$ cat src/hw/rtl/rmq_pkg.sv
// Shared types and constants for the rotation matrix to quaternion pipeline.
`default_nettype none

package rmq_pkg;

    localparam int DATA_W = 16;   // width of every matrix element and quaternion part
    localparam int NUM_W  = 17;   // signed width of an off-diagonal sum or difference
    localparam int MAG_W  = 17;   // magnitude of such a sum or difference
    localparam int LANES  = 3;    // parts that need a division in every branch
    localparam int BR_W   = 2;

    typedef enum logic [BR_W-1:0] {
        BR_TRACE = 2'd0,
        BR_X     = 2'd1,
        BR_Y     = 2'd2,
        BR_Z     = 2'd3
    } branch_t;

    // Stage handshake shared by the square-root and divider sections.
    typedef struct packed {
        logic en;
        logic valid;
    } pipe_ctl_t;

endpackage

`default_nettype wire

$ cat src/hw/rtl/rmq_isqrt_pipe.sv
// Pipelined integer square root, one result bit per stage, with a sideband.
`default_nettype none

module rmq_isqrt_pipe
    import rmq_pkg::*;
#(
    parameter int RS   = 16,
    parameter int SB_W = 8
) (
    input  wire logic              aclk,
    input  wire logic              aresetn,
    input  wire pipe_ctl_t         in_ctl,
    input  wire logic [2*RS-1:0]   in_rad,
    input  wire logic [SB_W-1:0]   in_sb,
    output logic                   out_valid,
    output logic [RS-1:0]          out_root,
    output logic [SB_W-1:0]        out_sb
);

    localparam int SQW = 2 * RS;

    logic [SQW-1:0]  rem_w [RS+1];
    logic [SQW-1:0]  r_w   [RS+1];
    logic [SB_W-1:0] sb_w  [RS+1];
    logic            v_w   [RS+1];

    assign rem_w[0] = in_rad;
    assign r_w[0]   = '0;
    assign sb_w[0]  = in_sb;
    assign v_w[0]   = in_ctl.valid;

    for (genvar k = 0; k < RS; k++) begin : g_st
        localparam logic [SQW-1:0] BIT = SQW'(1) << (2 * (RS - 1 - k));

        logic [SQW:0]    trial;
        logic            ge;
        logic [SQW-1:0]  rem_next, r_next;
        logic [SQW-1:0]  rem_reg, r_reg;
        logic [SB_W-1:0] sb_reg;
        logic            v_reg;

        always_comb begin
            trial = {1'b0, r_w[k]} + {1'b0, BIT};
            ge    = ({1'b0, rem_w[k]} >= trial);
            if (ge) begin
                rem_next = rem_w[k] - trial[SQW-1:0];
                r_next   = (r_w[k] >> 1) + BIT;
            end else begin
                rem_next = rem_w[k];
                r_next   = r_w[k] >> 1;
            end
        end

        always_ff @(posedge aclk) begin
            if (!aresetn) begin
                v_reg <= 1'b0;
            end else if (in_ctl.en) begin
                v_reg <= v_w[k];
            end
        end

        always_ff @(posedge aclk) begin
            if (in_ctl.en) begin
                rem_reg <= rem_next;
                r_reg   <= r_next;
                sb_reg  <= sb_w[k];
            end
        end

        assign rem_w[k+1] = rem_reg;
        assign r_w[k+1]   = r_reg;
        assign sb_w[k+1]  = sb_reg;
        assign v_w[k+1]   = v_reg;
    end

    assign out_valid = v_w[RS];
    assign out_root  = r_w[RS][RS-1:0];
    assign out_sb    = sb_w[RS];

endmodule

`default_nettype wire

$ cat config.mk
export PLATFORM = sky130hd
export DESIGN_NAME = rmq_isqrt_pipe
export DESIGN_NICKNAME = d
export VERILOG_FILES = /design/src/hw/rtl/rmq_pkg.sv /design/src/hw/rtl/rmq_isqrt_pipe.sv
export SDC_FILE = /design/constraint.sdc
export NUM_CORES = 1
export LEC_CHECK = 0
export BUFFER_PORTS_ARGS = -buffer_cell sky130_fd_sc_hd__buf_2
export CAP_MARGIN = 5
export CELL_PAD_IN_SITES_DETAIL_PLACEMENT = 0
export CELL_PAD_IN_SITES_GLOBAL_PLACEMENT = 1
export CORE_MARGIN = 1
export CORE_UTILIZATION = 35
export DETAILED_ROUTE_END_ITERATION = 10
export PLACE_DENSITY_LB_ADDON = 0.1
export SLEW_MARGIN = 0
export SYNTH_ARGS = -nofsm -noshare
export SYNTH_HDL_FRONTEND = slang
export SYNTH_SLANG_ARGS = --single-unit
$ cat constraint.sdc
create_clock -name aclk -period 2.99 [get_ports aclk]
set_input_delay 0.1495 -clock aclk [delete_from_list [all_inputs] [get_ports aclk]]
set_output_delay 0.1495 -clock aclk [all_outputs]
set_load 0.05 [all_outputs]
# After elaboration in Yosys (flattened, before gate mapping)
# Cells that the tools add are included.
totals:
  ff_bits: 1120
  inputBits: 44
  output_inout_bits: 25
classes:
  n_addsub: 45
  n_lt_le_gt_ge: 16
  mux: 31
ops:
  columns: ["cell", "count"]
  rows:
  - ["$ge A32 B33 Y1", 15]
  - ["$mux W32", 15]
  - ["$mux W31", 15]
  - ["$sub A32 B32 Y32", 14]
  - ["$add A32 B1 Y33 const B", 1]
  - ["$add A32 B11 Y33 const B", 1]
  - ["$add A32 B13 Y33 const B", 1]
  - ["$add A32 B15 Y33 const B", 1]
  - ["$add A32 B17 Y33 const B", 1]
  - ["$add A32 B19 Y33 const B", 1]
  - ["$add A32 B21 Y33 const B", 1]
  - ["$add A32 B23 Y33 const B", 1]
  - ["$add A32 B25 Y33 const B", 1]
  - ["$add A32 B27 Y33 const B", 1]
  - ["$add A32 B29 Y33 const B", 1]
  - ["$add A32 B3 Y33 const B", 1]
  - ["$add A32 B5 Y33 const B", 1]
  - ["$add A32 B7 Y33 const B", 1]
  - ["$add A32 B9 Y33 const B", 1]
  - ["$add A31 B11 Y32 const B", 1]
  - ["$add A31 B13 Y32 const B", 1]
  - ["$add A31 B15 Y32 const B", 1]
  - ["$add A31 B17 Y32 const B", 1]
  - ["$add A31 B19 Y32 const B", 1]
  - ["other kinds (13)", 13]

# Logic depth before layout (Yosys ltp)
logic_depth:
  word_depth: 3
  ltp_mapped: 11
  depth_no_buf: 10

# Worst setup path before layout
# OpenSTA, ideal clock, no wires.
synth_timing:
  path_kind: "flip-flop to flip-flop"
  start: "register g_st[10].rem_reg[15]"
  end: "register g_st[11].rem_reg[29] (data pin)"
  setup_time_ns: 0.266
  arrival_time_ns: 2.596
  t_required_ns: 2.724
  setup_slack_ns: 0.128
  path_stages_with_launch: 9
  path_buffers: 0
  cell_sequence: "edfxtp_1 ha_1 nand4_1 or4_1 o311ai_2 o211ai_1 or4_1 nor3_1 xor2_1"
synth_via:
  elab_chain_len: 2
synth_rtl:
  columns: ["element", "line_no", "rtl"]
  rows:
  - ["start: declaration", "rmq_isqrt_pipe.sv:38", "logic [SQW-1:0] rem_reg, r_reg;"]
  - ["start signal: assignment", "rmq_isqrt_pipe.sv:64", "rem_reg <= rem_next;"]
  - ["$sub A32 B32 Y32 or $ge A32 B33 Y1 (tied branches)", "rmq_isqrt_pipe.sv:46, rmq_isqrt_pipe.sv:44", null]
  - ["$mux W32 (*)", "rmq_isqrt_pipe.sv:45", "if (ge) begin"]
  - ["net g_st[11].rem_next[29]", "rmq_isqrt_pipe.sv:37", "logic [SQW-1:0] rem_next, r_next;"]
  - ["end signal: assignment", "rmq_isqrt_pipe.sv:64", null]
  - ["end: declaration", "rmq_isqrt_pipe.sv:38", null]
# The timed path passes the listed nets; every way through them passes the cells marked *.
# A chain may end at the register's enable or synchronous reset.

# Worst setup path after layout
layout_timing:
  start: "register g_st[12].rem_reg[25]"
  end: "register g_st[13].rem_reg[26] (data pin)"
layout_via:
  elab_chain_len: 2
layout_rtl:
  columns: ["element", "line_no", "rtl"]
  rows:
  - ["start: declaration", "rmq_isqrt_pipe.sv:38", null]
  - ["start signal: assignment", "rmq_isqrt_pipe.sv:64", null]
  - ["$ge A32 B33 Y1", "rmq_isqrt_pipe.sv:44", "ge = ({1'b0, rem_w[k]} >= trial);"]
  - ["net g_st[13].ge", "rmq_isqrt_pipe.sv:36", "logic ge;"]
  - ["$mux W32", "rmq_isqrt_pipe.sv:45", null]
  - ["net g_st[13].rem_next[26]", "rmq_isqrt_pipe.sv:37", null]
  - ["end signal: assignment", "rmq_isqrt_pipe.sv:64", null]
  - ["end: declaration", "rmq_isqrt_pipe.sv:38", null]
# The timed path passes the listed nets, and every way through them passes these cells.

==> metrics.cfg <==
[finish]
drive_gt1_frac = 0.160
largest_reg_flops = 480
final_nets = 2973
area_growth_syn_to_layout_pct = 20.9
n_antenna_cell = 0
fin_cells = 4116
final_cell_mix = edfxtp_1 (744), inv_1 (184), buf_4 (162)
layout_commonest_cell = edfxtp_1

[sta]
fin_setup_tns_ns = 0
slew_headroom = 0.531
setup_violations = 0
period_share = 0.986
clock_skew_ns = 0.0340
setup_ws_ns = 0.0409
tightest_slew_ns = 0.699
timing_hold_violations_final = 0
period_needed_ns = 2.95
maxSlewViolCount = 0
fmax_ghz = 0.339
rsz0062_at_grt = yes

[synth]
synth_area_leader_cell = edfxtp_1
yosysTopAreaCellShare = 0.667
ys_async_sr_fraction = 0
synth_edf_count = 744
synthFlopType = edfxtp_1
syn_avg_cell_area_um2 = 13.8
synth_area_um2 = 33500
post_synth_main_area_contributors = edfxtp_1 (67%), ha_1 (5.6%), xor2_1 (2.7%)
ys_ff_latch = 760
yosysUniqueCellTypes = 74
ys_warn_count = 0
yosysSeqAreaShare = 0.677
syn-num-nets = 2626
synth_cells = 2432

[clock_network]
numCtsBuffers = 88
clk_path_buf_depth = 3
htreeDepth = 3
cts_root_buffer = clkbuf_16
insertion_delay_ns = 0.66
clkTransAtPathRegs_ns = 0.06
cts_tree = yes
clock-sinks = 760

[setup_path]
endpoint_kind = flop
crit_type = reg2reg
regToRegSetupSlack_ns = 0.04
cp-start-kind = flop
worst-path-stages = 9
worstReg2RegStart = g_st[12].rem_reg[25]
crit_chain = or4_4, or4_1, or4_1, nand4b_1, a21oi_4, buf_12, clkinvlp_4, o2111ai_1, xnor2_1
max_stage_delay_ns = 0.56
cp_max_fo = 6
required_ns = 3.38
cp_slowest_cell = or4_4
startpoint = g_st[12].rem_reg[25]
path_delay_family = simple AND/OR/NAND/NOR gates
crit_end = g_st[13].rem_reg[26]
critPathArrivalTime_ns = 3.34
cpMostUsedCell = or4_1
r2r-end = g_st[13].rem_reg[26]
rr_worst_depth = 9
crit_buf_inv = 2

[drt]
wire_per_inst_um = 17.3
drc_errors = 0
dr.first_iter.drc_count = 930
antenna_left = 0
vias = 20000
routed_wl_um = 71100
drtPass1Iterations = 5
viasPerCell = 4.85

[placement]
dp_hpwl_um = 52500
port_buffers = 68
place_inst = 3897
place_worst_setup_slack_ns = -0.274
gp_congestion = 0.874

[floorplan]
die_y_um = 311
floorplan.initialDensity = 0.353
core_um2 = 94900
die_w_um = 311
io_pins = 69
fp-row-count = 113
die-area_um2 = 96900

[global_routing]
grt_pass1_wl_um = 113000
grt_pass1_vias = 21200
grt_use_total = 0.147
grt-ovfl-total = 0
grt_antenna_before_repair = 0
grt_max_degree = 93

[job]
cap_viol_max_count = 0

[power]
ir_drop_uv = 516
leakagePower_uw = 0.0152
powerDensity_nw_per_um2 = 710

[run_status]
status = finished clean

[hold_path]
holdCritPathClass = in2reg

## cells in the mapped netlist (8+ instances only)
| master | n |
|---|---|
| a21o_1 | 30 |
| a21oi_1 | 102 |
| clkbuf_1 | 23 |
| dfxtp_1 | 16 |
| edfxtp_1 | 744 |
| ha_1 | 150 |
| inv_1 | 187 |
| mux2i_1 | 24 |
| nand2_1 | 154 |
| nand2b_1 | 32 |
| nand3_1 | 40 |
| nand3b_1 | 8 |
| nand4_1 | 28 |
| nor2_1 | 116 |
| nor2b_1 | 36 |
| nor3_1 | 61 |
| nor4_1 | 76 |
| nor4b_1 | 15 |
| o21a_1 | 31 |
| o21ai_0 | 134 |
| o21bai_1 | 8 |
| o31ai_1 | 26 |
| or3_1 | 25 |
| or4_1 | 31 |
| xnor2_1 | 81 |
| xor2_1 | 105 |
## worst min-delay path by stage
stage | startpoint | to | slack, ns | cells after the start
final | in_sb[5] | g_st[0].sb_reg[5] | 0.21 | 2
after global routing | in_sb[6] | g_st[0].sb_reg[6] | 0.17 | 2
after CTS | in_sb[5] | g_st[0].sb_reg[5] | 0.15 | 2
after detailed placement | in_sb[6] | g_st[0].sb_reg[6] | 0.33 | 1
after global placement | in_sb[2] | g_st[0].sb_reg[2] | 0.33 | 1
after floorplan | in_rad[0] | g_st[0].rem_reg[0] | 0.25 | 0
## layer usage
metal  global-route usage  up-vias  part of all wire
met5                    0        -                 0
met4               0.0776        0             0.048
met3               0.0232      161             0.030
met1                0.146     9600              0.37
li1                     -     9893                 -
met2                0.290      319              0.55
## power by group
group / switching [uW] / internal (uW)
logic: 2440 / 1910
registers: 725 / 13100
clock network: 4360 / 6200
total: 7520 / 21200
## cell families (layout without fill, tap and decap cells)
kind of cell,after synthesis,count (layout),share of synthesized area
flops,760,760,0.677
simple gates,668,668,0.106
compound gates,415,415,0.0774
buf+inv,222,641,0.0256
xor+xnor,186,186,0.0486
fa+ha+maj,150,150,0.0560
mux,31,31,0.00953
## per-stage QoR
| step | utilization | power (uW) | cell area [um2] | hold slack, ns |
|---|---|---|---|---|
| floorplan | - | 16500 | 33500 | 0.248 |
| global placement | 0.387 | 18300 | 36700 | 0.326 |
| detailed placement | 0.387 | 18300 | 36700 | 0.328 |
| CTS | 0.423 | 29200 | 40100 | 0.148 |
| global route | 0.427 | 30200 | 40500 | 0.172 |
| finish | 0.427 | 28800 | 40500 | 0.212 |
## area by class of cell
| type | count | area [um2] |
|---|---|---|
| clock buffers | 103 | 2280 |
| clock inverters | 59 | 602 |
| fillers | 8701 | 54400 |
| inverters | 189 | 713 |
| multi-input cells | 1450 | 10400 |
| flip-flops and latches | 760 | 22700 |
| well taps | 1265 | 1580 |
| repair buffers | 290 | 2290 |
## timing repair
action | in CTS | in global routing
endpoints found under the setup margin | 53 | 76
resized for setup | 25 | 48
cloned | 0 | 2
pin swaps | 0 | 19
setup buffers | 1 | 9
endpoints found under the hold margin | 81 | 0
hold buffers | 45 | 0
Power figures use the tool's default switching activity.
